**config.mk**
```make
export PLATFORM = sky130hd
export DESIGN_NAME = hqmc_cell
export DESIGN_NICKNAME = d
export VERILOG_FILES = /design/src/rtl/hqmc_pkg.sv /design/src/rtl/hqmc_cell.sv
export SDC_FILE = /design/constraint.sdc
export NUM_CORES = 1
export LEC_CHECK = 0
export ABC_AREA = 0
export BUFFER_PORTS_ARGS = -buffer_cell sky130_fd_sc_hd__buf_2
export CAP_MARGIN = 20
export CORE_ASPECT_RATIO = 1.25
export CORE_MARGIN = 2
export CORE_UTILIZATION = 50
export DETAILED_ROUTE_END_ITERATION = 7
export PLACE_DENSITY = 0.76
export SLEW_MARGIN = 15
export SYNTH_ARGS = -nofsm -noshare
export SYNTH_HDL_FRONTEND = slang
export SYNTH_SLANG_ARGS = --single-unit
export TNS_END_PERCENT = 20
```
**constraint.sdc**
```tcl
create_clock -name clk -period 9.4 [get_ports clk]
set_input_delay 0.47 -clock clk [delete_from_list [all_inputs] [get_ports clk]]
set_output_delay 0.47 -clock clk [all_outputs]
set_load 0.03 [all_outputs]
```
**src/rtl/hqmc_pkg.sv**
```systemverilog
`default_nettype none

package hqmc_pkg;

  localparam int HQMC_MAX_WIDTH = 1024;
  localparam int HQMC_ROWS_LIMIT = 1024;
  localparam int HQMC_REG_W = 11;

  typedef enum logic {
    CFG_ROI_WIDTH  = 1'b0,
    CFG_ROI_HEIGHT = 1'b1
  } cfg_index_t;

  localparam logic [7:0] SEG_A_END = 8'd51;
  localparam logic [7:0] SEG_B_BASE = 8'd52;
  localparam logic [7:0] SEG_B_END = 8'd102;
  localparam logic [7:0] SEG_C_BASE = 8'd103;
  localparam logic [7:0] SEG_C_END = 8'd153;
  localparam logic [7:0] SEG_D_BASE = 8'd154;
  localparam logic [7:0] SEG_D_END = 8'd203;
  localparam logic [7:0] SEG_E_BASE = 8'd204;
  localparam logic [7:0] FULL_SCALE = 8'd255;

  typedef struct packed {
    logic signed [9:0] col_offset;
    logic signed [9:0] row_offset;
    logic [7:0]        px;
    logic [7:0]        lf;
    logic              produce;
    logic              last;
  } cell_word_t;

endpackage

`default_nettype wire

```
**src/rtl/hqmc_cell.sv**
```systemverilog
`default_nettype none

module hqmc_cell (
  input  wire logic               clk,
  input  wire logic               rst_n,
  input  wire logic               load,
  input  wire hqmc_pkg::cell_word_t word,
  input  wire logic [7:0]         up,
  output logic                    free,
  output logic                    out_valid,
  input  wire logic               out_stall,
  output logic signed [9:0]       out_col_offset,
  output logic signed [9:0]       out_row_offset,
  output logic [7:0]              out_height_here,
  output logic [7:0]              out_height_left,
  output logic [7:0]              out_height_up_left,
  output logic [7:0]              out_height_up,
  output logic [7:0]              out_red,
  output logic [7:0]              out_green,
  output logic [7:0]              out_blue,
  output logic                    out_frame_last
);

  import hqmc_pkg::*;

  cell_word_t s1_r;
  logic       s1_valid_r;
  logic [7:0] ul_r;
  logic       out_valid_r;
  logic       adv;
  logic [7:0] m;
  logic [7:0] d;
  logic [7:0] d5;
  logic [7:0] red_nxt;
  logic [7:0] green_nxt;
  logic [7:0] blue_nxt;

  assign adv = s1_valid_r && (!out_valid_r || !out_stall);
  assign free = !s1_valid_r || adv;

  always_comb begin
    m = s1_r.px;
    if (s1_r.lf > m) m = s1_r.lf;
    if (ul_r > m) m = ul_r;
    if (up > m) m = up;
    if (m <= SEG_A_END) begin
      d = m;
    end else if (m <= SEG_B_END) begin
      d = m - SEG_B_BASE;
    end else if (m <= SEG_C_END) begin
      d = m - SEG_C_BASE;
    end else if (m <= SEG_D_END) begin
      d = m - SEG_D_BASE;
    end else begin
      d = m - SEG_E_BASE;
    end
    d5 = {d[5:0], 2'b00} + d;
    if (m <= SEG_A_END) begin
      red_nxt = FULL_SCALE;
      green_nxt = d5;
      blue_nxt = 8'd0;
    end else if (m <= SEG_B_END) begin
      red_nxt = FULL_SCALE - d5;
      green_nxt = FULL_SCALE;
      blue_nxt = 8'd0;
    end else if (m <= SEG_C_END) begin
      red_nxt = 8'd0;
      green_nxt = FULL_SCALE;
      blue_nxt = d5;
    end else if (m <= SEG_D_END) begin
      red_nxt = 8'd0;
      green_nxt = FULL_SCALE - d5;
      blue_nxt = FULL_SCALE;
    end else begin
      red_nxt = d5;
      green_nxt = 8'd0;
      blue_nxt = FULL_SCALE;
    end
  end

  always_ff @(posedge clk) begin
    if (!rst_n) begin
      s1_valid_r <= 1'b0;
      out_valid_r <= 1'b0;
      ul_r <= 8'd0;
    end else begin
      if (load) begin
        s1_valid_r <= 1'b1;
      end else if (adv) begin
        s1_valid_r <= 1'b0;
      end
      if (adv) begin
        ul_r <= up;
        out_valid_r <= s1_r.produce;
      end else if (!out_stall) begin
        out_valid_r <= 1'b0;
      end
    end
  end

  always_ff @(posedge clk) begin
    if (load) begin
      s1_r <= word;
    end
    if (adv) begin
      out_col_offset <= s1_r.col_offset;
      out_row_offset <= s1_r.row_offset;
      out_height_here <= s1_r.px;
      out_height_left <= s1_r.lf;
      out_height_up_left <= ul_r;
      out_height_up <= up;
      out_red <= red_nxt;
      out_green <= green_nxt;
      out_blue <= blue_nxt;
      out_frame_last <= s1_r.last;
    end
  end

  assign out_valid = out_valid_r;

endmodule

`default_nettype wire

```
==> summary.md, run 1 <==
| Metric | Value |
|---|---|
| Final TNS setup | `0 ns` |
| Synth Instances | `554` |
| Routability cong. | `0.984` |
| CP arrival | `9.38 ns` |
| Main synth FF type | `edfxtp_1` |
| Vias per inst | `5.79` |
| Worst setup EP type | `flop` |
| Starting Density | `50.5%` |
| # DRC | `0` |
| Vias in the first global route | `5389` |
| Slew headroom | `44.3%` |
| Total GRT Usage | `25.1%` |
| CP startpoint kind | `flop` |
| H-Tree Depth | `4` |
| Core region area | `13100 µm²` |
| Largest net degree at the start of global routing | `46` |
| Die footprint | `14200 µm²` |
| Max VDD drop | `0.000216 V` |
| Share of layout cells above drive strength 1 | `44.6%` |
| Clock Skew | `0.0163 ns` |
| N_diodes | `0` |
| TritonCTS clock tree | `yes` |
| Routed len/inst | `19.5 µm` |
| Core Rows | `47` |
| Drt pass-1 iters | `6` |
| DR vias | `5525` |
| Most frequent CP cell | `ha_1` |
| Die Ht | `133 µm` |
| DRT iter0 DRCs | `363` |
| Peak Freq | `0.109 GHz` |
| Cell leakage power | `3.73 nW` |
| Total congestion overflow | `0` |
| Crit-path max FO | `9` |
| WP buf/inv | `3` |
| Total power per unit cell area | `321 nW/µm²` |
| CP max stage cell | `or4_1` |
| Final period util | `97.9%` |
| Clk sink count | `125` |
| Post-route ant nets | `0` |
| Flip-flop and latch count after synthesis | `125` |
| FILL cells | `905` |
| Slew Limit Fails | `0` |
| Post-layout nets | `855` |
| Sequential share of the synthesized area | `55.1%` |
| Avg Inst Size Synth | `12.0 µm²` |
| I/O Pins | `129` |
| Area grow syn2layout | `38.2%` |
| Synth Cell Area | `6630 µm²` |
| Critical Path RT | `9.58 ns` |
| Hpwl dp | `12.5 mm` |
| Cts hold-fix bufs | `0` |
| DP Cell Count | `877` |
| Clock root buffer | `clkbuf_16` |
| Final setup fails | `0` |
| I/O Buffers | `128` |
| Hold slack | `0.221 ns` |
| Clk slew on worst S/H paths | `0.07 ns` |
| Actual slew at the worst max-slew pin | `0.835 ns` |
| Top cell family by delay on the critical path | `compound AO/OA/AOI/OAI gates` |
| Post-synth EDFFs | `115` |
| Die Wd | `107 µm` |
| Crit path time final | `9.20 ns` |
| Most common cell after layout, fill and taps aside | `buf_2` |
| Ys async rst share | `0%` |
| Ys Warns | `0` |
| CTS Buffer Depth | `2` |
| Max-Cap Viols | `0` |
| Worst path max stage delay | `0.54 ns` |
| Synth cell types | `84` |
| Commonest cells after routing, fill and taps aside | `buf_2, edfxtp_1, buf_4` |
| Crit Path Class | `reg2reg` |
| Later-pin clock latency in the skew report | `0.42 ns` |
| Post-Route WL | `18.6 mm` |
| Hold Path Class | `in2reg` |
| Cts bufs inserted | `17` |
| Syn_nets | `638` |
| Post-route insts no fill | `955` |
| Fin. Hold Viols | `0` |
| First-pass GRT wire length | `27.2 mm` |
| Outcome | `finished clean` |
| Initial antenna violation count | `0` |
[routing by layer]
| layer | wire length, µm | GRT usage (%) | vias to the layer above | share of wire, % |
|---|---|---|---|---|
| met4 | 966 | 12.8 | 0 | 5.2 |
| met2 | 9570 | 43.7 | 261 | 51 |
| met3 | 1170 | 6.50 | 77 | 6.3 |
| met5 | 0 | 0 | - | 0 |
| met1 | 6900 | 28.1 | 2626 | 37 |
| li1 | - | - | 2561 | - |
[layout make-up]
cell class / instances / area (µm²) / share of cell area [%]
Sequential cell: 125 / 3650 / 39.9
Multi-Input combinational cell: 380 / 3220 / 35.1
Timing Repair Buffer: 215 / 1330 / 14.5
Clock buffer: 17 / 425 / 4.64
Tap cell: 171 / 214 / 2.34
Clock inverter: 15 / 196 / 2.14
Inverter: 32 / 129 / 1.41
[flip-flops by register name (all words and copies together), names as in the netlist]
signal,count
ul_r,8
out_height_up,8
out_red,8
s1_r,38
out_row_offset,10
out_height_up_left,8
out_valid,1
out_height_here,8
out_green,8
s1_valid_r,1
out_height_left,8
out_col_offset,10
out_frame_last,1
out_blue,8
[Yosys cell counts, drive strengths merged, types with 9 or more instances]
cell,n,area share (%)
mux2i,19,3.1
a211oi,9,1.1
nor2,39,2.4
o211ai,13,1.7
xnor2,10,1.3
a21boi,11,1.2
a21o,12,1.4
nand2,55,3.1
inv,30,1.7
clkbuf,11,0.62
mux2,9,1.5
a21oi,28,2.2
o21ai,28,2.3
dfxtp,10,3.0
ha,33,6.2
edfxtp,115,52
[cell families after synthesis]
kind of cell	share of synthesized area (%)
and+or+nand+nor	11.0
AOI/OAI and AO/OA	18.0
xor gates and xnor gates	1.66
buffers and inverters	3.04
adders and majority gates	6.53
DFF	55.1
muxes	4.64
[power by group]
group          switching, mW  internal (mW)  leakage, nW
logic                  0.835          0.666         2.25
clock network          0.300          0.385        0.300
registers             0.0232          0.733         1.17
[repair_timing]
| action | in CTS | in global routing |
|---|---|---|
| endpoints found under the hold margin | 0 | 0 |
| gates cloned | 1 | 0 |
| resized for setup | 4 | 71 |
| pin swaps | 5 | 41 |
| endpoints found under the setup margin | 3 | 5 |
| setup buffers | 8 | 37 |
[path summary, 6_finish.rpt]
| check | slack [ns] | to | cells past startpoint | startpoint |
|---|---|---|---|---|
| worst max register to register | 0.20 | out_red[7] | 45 | s1_r[3] |
| worst max-delay path | 0.20 | out_red[7] | 45 | s1_r[3] |
| worst min register to register | 0.42 | out_col_offset[5] | 0 | s1_r[33] |
| worst min-delay path | 0.22 | s1_r[25] | 1 | word[25] |
[through the flow]
step	setup slack (ns)	power, mW	utilization, %	instance area [µm²]
after floorplan	0.00993	1.71	-	6720
after global placement	-0.0112	2.03	59.5	7800
after detailed placement	-0.260	2.06	59.5	7800
after CTS	0.0196	2.78	64.9	8510
after global routing	-0.222	3.11	69.9	9160
final	0.196	2.94	69.9	9160
(Power assumes the default switching activity.)
==> run 2, diff against run 1 <==
Settings changed: CAP_MARGIN 20 to 10, CORE_MARGIN 2 to not set.
==> summary.md, run 2 (synthesis results as in run 1) <==
| Metric | Value |
|---|---|
| Total congestion overflow | `0` |
| WP buf/inv | `5` |
| Top cell family by delay on the critical path | `compound AO/OA/AOI/OAI gates` |
| Initial antenna violation count | `0` |
| Final period util | `100%` |
| Clk sink count | `125` |
| Crit path time final | `9.40 ns` |
| Number of flip-flops in the largest register | `38` |
| Seq pwr share | `25.5%` |
| DP Cell Count | `870` |
| Core region area | `12800 µm²` |
| Combinational share of power | `51.0%` |
| Cts bufs inserted | `17` |
| Most common cell after layout, fill and taps aside | `buf_2` |
| H-Tree Depth | `4` |
| Critical Path RT | `9.56 ns` |
| CTS Buffer Depth | `2` |
| Cts hold-fix bufs | `0` |
| Fin. Hold Viols | `0` |
| CP startpoint kind | `flop` |
| Area grow syn2layout | `38.3%` |
| DP Worst Slack | `-0.322 ns` |
| Total power per unit cell area | `323 nW/µm²` |
| Core Rows | `46` |
| Drt pass-1 iters | `6` |
| Switching Share | `38.8%` |
| Clk slew on worst S/H paths | `0.07 ns` |
| Share of layout cells above drive strength 1 | `44.2%` |
| Post-route insts no fill | `949` |
| Cell leakage power | `3.72 nW` |
| Switching pwr | `1.15 mW` |
| Routability cong. | `0.968` |
| Hpwl dp | `12.1 mm` |
| Int Pwr | `1.81 mW` |
| Largest net degree at the start of global routing | `64` |
| Hold slack | `0.220 ns` |
| FILL cells | `872` |
| Slew Limit Fails | `0` |
| Regs by FF count | `s1_r: 38 flops, out_col_offset: 10 flops, out_row_offset: 10 flops` |
| DRT iter0 DRCs | `286` |
| # DRC | `0` |
| Vias per inst | `5.79` |
| I/O Buffers | `128` |
| RSZ-0062 raised after global routing | `true` |
| Failing checks | `negative setup slack` |
| Starting Density | `51.6%` |
| Vias in the first global route | `5289` |
| Die footprint | `13700 µm²` |
| Actual slew at the worst max-slew pin | `0.864 ns` |
| Max VDD drop | `0.000301 V` |
| Final setup fails | `1` |
| Outcome | `complete, but fails checks` |
| Clock share of power | `23.5%` |
| Crit-path max FO | `13` |
| Clock root buffer | `clkbuf_16` |
| DR vias | `5495` |
| CP max stage cell | `or4_1` |
| I/O Pins | `129` |
| Min setup slack post-route | `-0.000399 ns` |
| Worst setup EP type | `flop` |
| Largest Register | `s1_r` |
| Worst path max stage delay | `0.55 ns` |
| TritonCTS clock tree | `yes` |
| Post-Route WL | `17.9 mm` |
| Clock Skew | `0.0125 ns` |
| Later-pin clock latency in the skew report | `0.42 ns` |
| Hold Path Class | `in2reg` |
| Post-layout nets | `852` |
| Final TNS setup | `-0.000399 ns` |
| N_diodes | `0` |
| Post-route ant nets | `0` |
| Crit Path Class | `reg2reg` |
| First-pass GRT wire length | `26.0 mm` |
| Commonest cells after routing, fill and taps aside | `buf_2, edfxtp_1, buf_4` |
| Routed len/inst | `18.9 µm` |
| Peak Freq | `0.106 GHz` |
| Die Wd | `105 µm` |
| Total GRT Usage | `24.7%` |
| Max-Cap Viols | `0` |
| CP arrival | `9.56 ns` |
| Die Ht | `131 µm` |
| Most frequent CP cell | `ha_1` |
| Slew headroom | `42.4%` |
[run 2: cell count changes in the layout (fill, tap and decap cells not counted), sizes merged]
cell,delta
bufinv,+2
clkinv,-6
buf,-4
clkinvlp,+2
inv,+2
o22ai,+1
[run 2: per-layer routing]
layer / up-vias / part of all wire, % / track usage [%]
met4: 0 / 5.2 / 15.1
met2: 255 / 53 / 47.5
met1: 2618 / 36 / 24.5
li1: 2550 / - / -
met3: 72 / 5.1 / 5.26
met5: - / 0 / 0
[run 2: path summary, 6_finish.rpt]
kind,from,endpoint,slack (ns),cells past startpoint
worst max-delay path,s1_r[11],out_red[7],-0.0004,44
worst min-delay path,word[17],s1_r[17],0.22,1
worst max register to register,s1_r[11],out_red[7],-0.0004,44
worst min register to register,s1_r[26],out_row_offset[8],0.41,0
[run 2: cell type report]
type / instances / area (µm²) / share of cell area, %
Inverter: 32 / 126 / 1.38
Multi-Input combinational cell: 381 / 3270 / 35.7
Tap cell: 168 / 210 / 2.29
Sequential cell: 125 / 3650 / 39.9
Clock buffer: 17 / 425 / 4.64
Timing Repair Buffer: 211 / 1280 / 13.9
Clock inverter: 15 / 201 / 2.20
[run 2: repair_timing]
action                                  4_1_cts  5_1_grt
gates resized for setup                       9       70
pin swaps                                     5       42
endpoints found under the setup margin        3        5
endpoints found under the hold margin         0        0
setup buffers                                 7       38
gates cloned                                  1        1
[run 2: metrics by stage]
step	utilization (%)	power, mW	cell area [µm²]
after global placement	60.5	2.01	7770
after CTS	66.2	2.78	8500
after floorplan	-	1.71	6720
after global routing	71.4	3.11	9160
final	71.4	2.96	9160
after detailed placement	60.5	2.05	7770
[run 2: power groups by stage]
stage	Sequential, mW	Clock (mW)	Combinational [mW]
2_1_floorplan	0.877	0	0.832
3_3_place_gp	0.763	0	1.25
3_5_place_dp	0.766	0	1.29
4_1_cts	0.755	0.705	1.32
5_1_grt	0.761	0.726	1.62
6_report	0.755	0.696	1.51
